### config.mk
export PLATFORM = sky130hd
export DESIGN_NAME = pcm_volume_scaler
export DESIGN_NICKNAME = d
export VERILOG_FILES = /design/src/hw/rtl/pvs_pkg.sv /design/src/hw/rtl/pvs_assembler.sv /design/src/hw/rtl/pvs_scaler.sv /design/src/hw/rtl/pvs_serializer.sv /design/src/hw/rtl/pcm_volume_scaler.sv
export SDC_FILE = /design/constraint.sdc
export NUM_CORES = 2
export LEC_CHECK = 0
export BUFFER_PORTS_ARGS = -buffer_cell sky130_fd_sc_hd__buf_2
export CAP_MARGIN = 15
export CORE_ASPECT_RATIO = 2
export CORE_MARGIN = 2
export CORE_UTILIZATION = 44
export DETAILED_ROUTE_END_ITERATION = 10
export PLACE_DENSITY_LB_ADDON = 0.15
export SYNTH_ARGS = -nofsm -noshare
export SYNTH_HDL_FRONTEND = slang
export SYNTH_SLANG_ARGS = --single-unit
### constraint.sdc
create_clock -name clk_i -period 28.9 [get_ports clk_i]
set_input_delay 2.89 -clock clk_i [delete_from_list [all_inputs] [get_ports clk_i]]
set_output_delay 2.89 -clock clk_i [all_outputs]
set_load 0.1 [all_outputs]
### src/hw/rtl/pvs_pkg.sv
// Package for the PCM volume scaler: sample format codes, register indexes,
// divide-by-100 constants and the structs passed between the pipeline parts.
// Has no dependencies; every other RTL file of the block uses it.
`default_nettype none

package pvs_pkg;

  // Configuration port.
  localparam int unsigned CFG_ADDR_W = 1;
  localparam int unsigned CFG_DATA_W = 7;
  localparam logic [CFG_ADDR_W-1:0] REG_FORMAT = 1'b0;
  localparam logic [CFG_ADDR_W-1:0] REG_VOLUME = 1'b1;

  // Sample format codes.
  localparam logic [2:0] FMT_S8  = 3'd0;
  localparam logic [2:0] FMT_U8  = 3'd1;
  localparam logic [2:0] FMT_S16 = 3'd2;
  localparam logic [2:0] FMT_S24 = 3'd3;
  localparam logic [2:0] FMT_S32 = 3'd4;

  localparam logic [2:0] FORMAT_RESET = FMT_S16;
  localparam logic [6:0] VOLUME_RESET = 7'd100;
  localparam logic [6:0] VOLUME_UNITY = 7'd100;

  // x / 100 == (x * DIV100_MAGIC) >> DIV100_SHIFT for any 32-bit x.
  localparam logic [31:0] DIV100_MAGIC = 32'h51EB851F;
  localparam int unsigned DIV100_SHIFT = 37;
  // Quotient of a sample magnitude (at most 2^31) by 100 fits in 25 bits.
  localparam int unsigned QUOT_W = 25;
  // x / 100 == (x * FRAC_MAGIC) >> FRAC_SHIFT for x below 10000.
  localparam logic [13:0] FRAC_MAGIC = 14'd10486;
  localparam int unsigned FRAC_SHIFT = 20;

  // One classified input byte on its way through the scaling pipeline.
  typedef struct packed {
    logic        last;   // byte closed the buffer
    logic [2:0]  cnt;    // number of bytes this item emits, 0 to 4
    logic        scale;  // emit the scaled sample instead of the raw bytes
    logic [2:0]  fmt;
    logic [6:0]  vol;
    logic [31:0] raw;    // assembled little-endian bytes
    logic        neg;    // sample is negative
    logic [31:0] mag;    // sample magnitude
  } item_t;

  // A group of bytes handed to the output serializer.
  typedef struct packed {
    logic        vld;
    logic        last;
    logic [2:0]  cnt;
    logic [31:0] word;
  } burst_t;

endpackage

`default_nettype wire

### src/hw/rtl/pvs_assembler.sv
// Input register, sample assembly and classification for the volume scaler.
// Holds the partial sample state. Depends on pvs_pkg.
`default_nettype none

module pvs_assembler (
  input  wire logic           clk_i,
  input  wire logic           rst_ni,
  input  wire logic [2:0]     cfg_format_i,
  input  wire logic [6:0]     cfg_volume_i,
  input  wire logic           in_valid_i,
  input  wire logic [7:0]     in_byte_i,
  input  wire logic           in_last_i,
  input  wire logic           adv_i,
  output logic                item_vld_o,
  output pvs_pkg::item_t      item_o
);

  logic           in_vld_q;
  logic [7:0]     in_byte_q;
  logic           in_last_q;
  logic [1:0]     pcnt_q, pcnt_d;
  logic [23:0]    pend_q;
  logic           p2_vld_q;
  pvs_pkg::item_t p2_q, item_d;

  logic [31:0]        word;
  logic [2:0]         size;
  logic [2:0]         cnt1;
  logic               pass, hold, scale;
  logic signed [32:0] sv;
  logic [32:0]        sv_neg;

  always_comb begin
    case (pcnt_q)
      2'd0:    word = {24'b0, in_byte_q};
      2'd1:    word = {16'b0, in_byte_q, pend_q[7:0]};
      2'd2:    word = {8'b0, in_byte_q, pend_q[15:0]};
      default: word = {in_byte_q, pend_q};
    endcase
  end

  always_comb begin
    unique case (cfg_format_i)
      pvs_pkg::FMT_S8:  size = 3'd1;
      pvs_pkg::FMT_U8:  size = 3'd1;
      pvs_pkg::FMT_S16: size = 3'd2;
      pvs_pkg::FMT_S32: size = 3'd4;
      default:          size = 3'd0;
    endcase
  end

  assign cnt1  = {1'b0, pcnt_q} + 3'd1;
  // Held bytes that no longer fit a narrowed format go out unchanged.
  assign pass  = (cfg_volume_i >= pvs_pkg::VOLUME_UNITY) || (size == 3'd0) || (cnt1 > size);
  assign hold  = !pass && (cnt1 < size) && !in_last_q;
  assign scale = !pass && (cnt1 == size);
  assign pcnt_d = hold ? cnt1[1:0] : 2'd0;

  always_comb begin
    unique case (cfg_format_i)
      pvs_pkg::FMT_S8:  sv = $signed({{25{word[7]}}, word[7:0]});
      pvs_pkg::FMT_U8:  sv = $signed({{26{~word[7]}}, word[6:0]});
      pvs_pkg::FMT_S16: sv = $signed({{17{word[15]}}, word[15:0]});
      default:          sv = $signed({word[31], word});
    endcase
  end

  assign sv_neg = -sv;

  always_comb begin
    item_d.last  = in_last_q;
    item_d.cnt   = scale ? size : (hold ? 3'd0 : cnt1);
    item_d.scale = scale;
    item_d.fmt   = cfg_format_i;
    item_d.vol   = cfg_volume_i;
    item_d.raw   = word;
    item_d.neg   = sv[32];
    item_d.mag   = sv[32] ? sv_neg[31:0] : sv[31:0];
  end

  always_ff @(posedge clk_i or negedge rst_ni) begin
    if (!rst_ni) begin
      in_vld_q <= 1'b0;
      p2_vld_q <= 1'b0;
      pcnt_q   <= 2'd0;
    end else if (adv_i) begin
      in_vld_q <= in_valid_i;
      p2_vld_q <= in_vld_q;
      if (in_vld_q) begin
        pcnt_q <= pcnt_d;
      end
    end
  end

  always_ff @(posedge clk_i) begin
    if (adv_i) begin
      in_byte_q <= in_byte_i;
      in_last_q <= in_last_i;
      p2_q      <= item_d;
      if (in_vld_q && hold) begin
        pend_q <= word[23:0];
      end
    end
  end

  assign item_vld_o = p2_vld_q;
  assign item_o     = p2_q;

endmodule

`default_nettype wire

### src/hw/rtl/pvs_scaler.sv
// Scaling pipeline of the volume scaler: magnitude times volume over 100,
// split as (mag / 100) * vol + ((mag % 100) * vol) / 100, then clamp. Uses pvs_pkg.
`default_nettype none

module pvs_scaler (
  input  wire logic           clk_i,
  input  wire logic           rst_ni,
  input  wire logic           item_vld_i,
  input  wire pvs_pkg::item_t item_i,
  input  wire logic           burst_ready_i,
  output logic                adv_o,
  output pvs_pkg::burst_t     burst_o
);

  logic           p3_vld_q, p4_vld_q, p5_vld_q;
  pvs_pkg::item_t p3_item_q, p4_item_q, p5_item_q;
  logic [pvs_pkg::QUOT_W-1:0] p3_quot_q;
  logic [6:0]     p4_rem_q;
  logic [31:0]    p4_qv_q, p5_qv_q;
  logic [13:0]    p5_rv_q;

  logic [63:0]        prod;
  logic [31:0]        quot100;
  logic [31:0]        rem_full;
  logic [31:0]        qv;
  logic [13:0]        rv;
  logic [27:0]        frac_prod;
  logic [31:0]        mag;
  logic signed [32:0] sv, lo, hi, res;
  logic [31:0]        packed_word;

  // Stage 3 input: quotient by 100 through a reciprocal multiply.
  assign prod = {32'b0, item_i.mag} * {32'b0, pvs_pkg::DIV100_MAGIC};

  // Stage 4 input: remainder and coarse product.
  assign quot100  = 32'(p3_quot_q) * 32'd100;
  assign rem_full = p3_item_q.mag - quot100;
  assign qv       = 32'(p3_quot_q) * 32'(p3_item_q.vol);

  // Stage 5 input: remainder times volume, below 10000.
  assign rv = {7'b0, p4_rem_q} * {7'b0, p4_item_q.vol};

  // Output of stage 5: fine part, sign, clamp and repacking.
  assign frac_prod = {14'b0, p5_rv_q} * {14'b0, pvs_pkg::FRAC_MAGIC};
  assign mag = p5_qv_q + 32'(frac_prod[27:pvs_pkg::FRAC_SHIFT]);
  assign sv  = p5_item_q.neg ? -$signed({1'b0, mag}) : $signed({1'b0, mag});

  always_comb begin
    case (p5_item_q.fmt)
      pvs_pkg::FMT_S8, pvs_pkg::FMT_U8: begin
        lo = -33'sd128;
        hi = 33'sd127;
      end
      pvs_pkg::FMT_S16: begin
        lo = -33'sd32768;
        hi = 33'sd32767;
      end
      default: begin
        lo = -33'sd2147483648;
        hi = 33'sd2147483647;
      end
    endcase
  end

  always_comb begin
    if (sv > hi) begin
      res = hi;
    end else if (sv < lo) begin
      res = lo;
    end else begin
      res = sv;
    end
  end

  always_comb begin
    case (p5_item_q.fmt)
      pvs_pkg::FMT_S8:  packed_word = {24'b0, res[7:0]};
      pvs_pkg::FMT_U8:  packed_word = {24'b0, ~res[7], res[6:0]};
      pvs_pkg::FMT_S16: packed_word = {16'b0, res[15:0]};
      default:          packed_word = res[31:0];
    endcase
  end

  // Items that emit nothing never wait for the serializer.
  assign adv_o = !(p5_vld_q && (p5_item_q.cnt != 3'd0) && !burst_ready_i);

  always_comb begin
    burst_o.vld  = p5_vld_q && (p5_item_q.cnt != 3'd0);
    burst_o.last = p5_item_q.last;
    burst_o.cnt  = p5_item_q.cnt;
    burst_o.word = p5_item_q.scale ? packed_word : p5_item_q.raw;
  end

  always_ff @(posedge clk_i or negedge rst_ni) begin
    if (!rst_ni) begin
      p3_vld_q <= 1'b0;
      p4_vld_q <= 1'b0;
      p5_vld_q <= 1'b0;
    end else if (adv_o) begin
      p3_vld_q <= item_vld_i;
      p4_vld_q <= p3_vld_q;
      p5_vld_q <= p4_vld_q;
    end
  end

  always_ff @(posedge clk_i) begin
    if (adv_o) begin
      p3_item_q <= item_i;
      p3_quot_q <= prod[pvs_pkg::DIV100_SHIFT +: pvs_pkg::QUOT_W];
      p4_item_q <= p3_item_q;
      p4_rem_q  <= rem_full[6:0];
      p4_qv_q   <= qv;
      p5_item_q <= p4_item_q;
      p5_rv_q   <= rv;
      p5_qv_q   <= p4_qv_q;
    end
  end

endmodule

`default_nettype wire

### src/hw/rtl/pvs_serializer.sv
// Output register of the volume scaler: takes a group of up to four bytes
// and sends them one word per cycle while out_ready_i is high, lowest byte first. Uses pvs_pkg.
`default_nettype none

module pvs_serializer (
  input  wire logic            clk_i,
  input  wire logic            rst_ni,
  input  wire pvs_pkg::burst_t burst_i,
  output logic                 burst_ready_o,
  output logic                 out_valid_o,
  output logic [7:0]           out_byte_o,
  output logic                 out_run_last_o,
  output logic                 out_buf_end_o,
  input  wire logic            out_ready_i
);

  logic [2:0]  cnt_q;
  logic [31:0] word_q;
  logic        last_q;
  logic        fire, load;

  assign out_valid_o   = (cnt_q != 3'd0);
  assign fire          = out_valid_o && out_ready_i;
  // A new group may load in the cycle the final byte of the current one leaves.
  assign burst_ready_o = (cnt_q == 3'd0) || ((cnt_q == 3'd1) && out_ready_i);
  assign load          = burst_i.vld && burst_ready_o;

  always_ff @(posedge clk_i or negedge rst_ni) begin
    if (!rst_ni) begin
      cnt_q <= 3'd0;
    end else if (load) begin
      cnt_q <= burst_i.cnt;
    end else if (fire) begin
      cnt_q <= cnt_q - 3'd1;
    end
  end

  always_ff @(posedge clk_i) begin
    if (load) begin
      word_q <= burst_i.word;
      last_q <= burst_i.last;
    end else if (fire) begin
      word_q <= {8'b0, word_q[31:8]};
    end
  end

  assign out_byte_o     = word_q[7:0];
  assign out_run_last_o = (cnt_q == 3'd1);
  assign out_buf_end_o  = (cnt_q == 3'd1) && last_q;

endmodule

`default_nettype wire

### src/hw/rtl/pcm_volume_scaler.sv
// PCM volume scaler: one byte word in per cycle, up to one byte word out per cycle.
// Samples pass the input register, the item register, scaler stages 3 to 5 and the output register.
// Throughput: one input word per cycle sustained; the input stalls only while the
// output is held back or while held bytes are flushed together with the current byte.
// Reset clears the pipeline, the partial sample count, format (s16) and volume (100).
`default_nettype none

module pcm_volume_scaler (
  input  wire logic                           clk_i,
  input  wire logic                           rst_ni,
  // Configuration writes.
  input  wire logic                           cfg_valid_i,
  output logic                                cfg_ready_o,
  input  wire logic [pvs_pkg::CFG_ADDR_W-1:0] cfg_addr_i,
  input  wire logic [pvs_pkg::CFG_DATA_W-1:0] cfg_data_i,
  // Input byte stream.
  input  wire logic                           s_axis_tvalid_i,
  output logic                                s_axis_tready_o,
  input  wire logic [7:0]                     s_axis_tdata_i,  // in_byte
  input  wire logic                           s_axis_tlast_i,  // buffer_last
  // Output byte stream.
  output logic                                m_axis_tvalid_o,
  input  wire logic                           m_axis_tready_i,
  output logic [7:0]                          m_axis_tdata_o,  // out_byte
  output logic                                m_axis_tlast_o,  // buffer_end
  output logic                                m_axis_tuser_o   // run_last
);

  logic [2:0]      format_q;
  logic [6:0]      volume_q;
  logic            adv;
  logic            item_vld;
  pvs_pkg::item_t  item;
  pvs_pkg::burst_t burst;
  logic            burst_ready;

  assign cfg_ready_o = 1'b1;

  always_ff @(posedge clk_i or negedge rst_ni) begin
    if (!rst_ni) begin
      format_q <= pvs_pkg::FORMAT_RESET;
      volume_q <= pvs_pkg::VOLUME_RESET;
    end else if (cfg_valid_i) begin
      unique case (cfg_addr_i)
        pvs_pkg::REG_FORMAT: format_q <= cfg_data_i[2:0];
        pvs_pkg::REG_VOLUME: volume_q <= cfg_data_i[6:0];
        default: ;
      endcase
    end
  end

  assign s_axis_tready_o = adv;

  pvs_assembler u_assembler (
    .clk_i        (clk_i),
    .rst_ni       (rst_ni),
    .cfg_format_i (format_q),
    .cfg_volume_i (volume_q),
    .in_valid_i   (s_axis_tvalid_i),
    .in_byte_i    (s_axis_tdata_i),
    .in_last_i    (s_axis_tlast_i),
    .adv_i        (adv),
    .item_vld_o   (item_vld),
    .item_o       (item)
  );

  pvs_scaler u_scaler (
    .clk_i         (clk_i),
    .rst_ni        (rst_ni),
    .item_vld_i    (item_vld),
    .item_i        (item),
    .burst_ready_i (burst_ready),
    .adv_o         (adv),
    .burst_o       (burst)
  );

  pvs_serializer u_serializer (
    .clk_i          (clk_i),
    .rst_ni         (rst_ni),
    .burst_i        (burst),
    .burst_ready_o  (burst_ready),
    .out_valid_o    (m_axis_tvalid_o),
    .out_byte_o     (m_axis_tdata_o),
    .out_run_last_o (m_axis_tuser_o),
    .out_buf_end_o  (m_axis_tlast_o),
    .out_ready_i    (m_axis_tready_i)
  );

endmodule

`default_nettype wire

==> flow_summary.yaml <==
status:
  status: "complete, no violations"
job:
  cap_violations: 0
cells_and_area:
  diodes: 0
  multi_input_area_mm2: 0.02794
  syn_to_final_growth_pct: 6.771
  nNetsFinal: 5183
  n_fill_cell: 9194
  drive_above_1_share_pct: 4.419
  regArea_mm2: 0.01243
  fin_area_mm2: 0.04680
  fin_cells: 5280
drt:
  routedWlPerCell_um: 21.59
  ant_nets: 0
  dr.first_iter.drc_count: 1149
  via_per_inst: 5.271
  vias: 27830
  finalWirelength_um: 114000
  drc: 0
  dr.pass1.iters: 5
synthesis:
  yosys_warnings: 0
  synth_nets: 5153
  ys_seq_area_share_pct: 28.35
  ys_top_cells_by_area: "edfxtp_1 (27%), fa_1 (27%), ha_1 (18%)"
  netlist_area_mm2: 0.04383
  synth.largest_area_cell: "edfxtp_1"
  synthCells: 3901
  netlist-cell-type-count: 96
  synth_commonest_cells: "inv_1 (828), ha_1 (639), fa_1 (591), edfxtp_1 (397), nand2_1 (266)"
  yosys_most_used_dff: "edfxtp_1"
  async_reset_ff_share_pct: 4.796
  synth-seq-cells: 417
  yosysTopAreaCellShare_pct: 27.20
  avgSynthCellArea_um2: 11.24
  synth-edff-count: 397
  synth.most_common_cell: "inv_1"
sta:
  timing.final.crit_period_ns: 11.11
  fmax_mhz: 90.03
  finalMaxSlewViolations: 0
  fin_setup_tns_ns: 0
  setup_slack_ns: 17.79
  finalHoldViolations: 0
  skew_ns: 0.02016
  rsz0062_at_grt: "no"
  worst_pin_slew_ns: 1.142
  slew_headroom_pct: 23.17
  finalCritPeriodShare_pct: 38.43
  finalSetupViolations: 0
global_routing:
  grt_start_max_net_pins: 178
  grt_usage_pct: 23.06
  grt_pass1_wl_um: 174800
  grt_pass1_vias: 30700
  gr-total-overflow: 0
  grt_antenna_before_repair: 2
clock_tree:
  cts.sinks: 417
  clk_latency_ns: 0.56
  cts_hold_buf: 0
  clk_pin_slew_ns: 0.07
  post_cts_resized: 0
  cts_buffers: 37
  cts_tree: "done"
  post_cts_buffers: 0
  ctsRootBufferMaster: "clkbuf_16"
  clk_path_buf_depth: 3
  ctsHtreeMaxLevel: 2
critical_path:
  path_delay_family: "compound AO/OA/AOI/OAI gates"
  start_kind: "flop"
  critPathKind: "reg2reg"
  critPathMaxFanout: 30
  rr_worst_depth: 41
  critPathArrivalTime_ns: 11.42
  cp_num_buf_inv: 6
  cp_slowest_cell: "nor2_4"
  r2r_end: "u_serializer.word_q[7]"
  cp.depth: 41
  r2r_slack_ns: 17.79
  cp.required_ns: 29.21
  critPathLaunch: "u_scaler.p5_rv_q[4]"
  critical_path.endpoint: "u_serializer.word_q[7]"
  endpoint_kind: "flop"
  slowest_delay_ns: 0.59
  timing.rr.start: "u_scaler.p5_rv_q[4]"
floorplanning:
  io_pins: 35
  die_y_um: 450.3
  initial_core_util_pct: 44.40
  die_area_mm2: 0.1023
  rows: 163
  die_w_um: 227.2
  coreArea_mm2: 0.09871
placed_design:
  dp.cells: 5211
  gp_congestion: 0.9307
  port_buffers: 33
  dp_hpwl_um: 96010
  dp_slack_ns: 17.73
  place_area_mm2: 0.04554
worst_hold_path:
  hold_depth: 0
  hp-class: "reg2reg"
[registers in the layout, summed over array words and instances, names as in the netlist, 24 cells and up]
name and count:
u_assembler.item_o 79, u_assembler.pend_q 24, u_scaler.p3_item_q 54, u_scaler.p3_quot_q 25, u_scaler.p4_item_q 47, u_scaler.p4_qv_q 32
u_scaler.p5_item_q 37, u_scaler.p5_qv_q 32, u_serializer.word_q 32
[logic make-up (layout without fill, tap and decap cells)]
group | after synthesis | in the layout | synth area share, %
other | 1 | 1 | 0.008556
xor gates and xnor gates | 158 | 158 | 3.157
muxes | 17 | 17 | 0.4311
adders and majority gates | 1230 | 1230 | 45.24
and+or+nand+nor | 685 | 685 | 7.725
buffers and inverters | 903 | 962 | 7.911
AOI/OAI and AO/OA | 490 | 490 | 7.177
DFF | 417 | 417 | 28.35
[worst min-delay path by stage]
stage	from	to
after global placement	u_scaler.p4_item_q[41]	u_scaler.p5_item_q[41]
after floorplan	u_scaler.p4_item_q[76]	u_scaler.burst_o[32]
after global routing	u_assembler.item_o[76]	u_scaler.p3_item_q[76]
after CTS	u_scaler.p3_item_q[53]	u_scaler.p4_item_q[53]
after detailed placement	u_assembler.item_o[38]	u_scaler.p3_item_q[38]
final	u_scaler.p4_qv_q[30]	u_scaler.p5_qv_q[30]
[routing by layer]
layer	up-vias	GRT usage (%)	wire length, um
li1	12910	-	-
met1	14050	21.29	36170
met2	562	45.75	64980
met3	312	1.427	2481
met4	0	17.35	10340
met5	-	0	0
[cell type report]
| class | instances | share of cell area, % |
|---|---|---|
| flip-flops and latches | 417 | 26.56 |
| clock inverters | 18 | 0.3957 |
| clock buffers | 50 | 2.238 |
| repair buffers | 64 | 0.9144 |
| multi-input cells | 2581 | 59.71 |
| inverters | 830 | 6.658 |
| well taps | 1320 | 3.529 |
[metrics by stage]
| stage | hold slack, ns | utilization [%] |
|---|---|---|
| floorplan | 0.4003 | - |
| global placement | 0.4007 | 46.13 |
| detailed placement | 0.4045 | 46.13 |
| CTS | 0.4111 | 47.38 |
| global route | 0.4237 | 47.41 |
| finish | 0.4087 | 47.41 |
[layout by cell type (no fill, tap or decap), types with 22 or more instances in the layout]
cell         n
ha_1       639
o21ai_0     86
buf_4       29
inv_1      828
o22ai_1     23
and2_1      81
nor3_1      40
o21bai_1    22
nand3_1     39
clkbuf_16   40
nor2_1     108
nand2_1    265
buf_2       33
fa_1       591
xor2_1      58
a21oi_1    156
a21o_1      36
xnor2_1    100
edfxtp_1   397
Power is not shown: default switching activity piles up to over one toggle a cycle in this logic, so the estimate is an artifact.
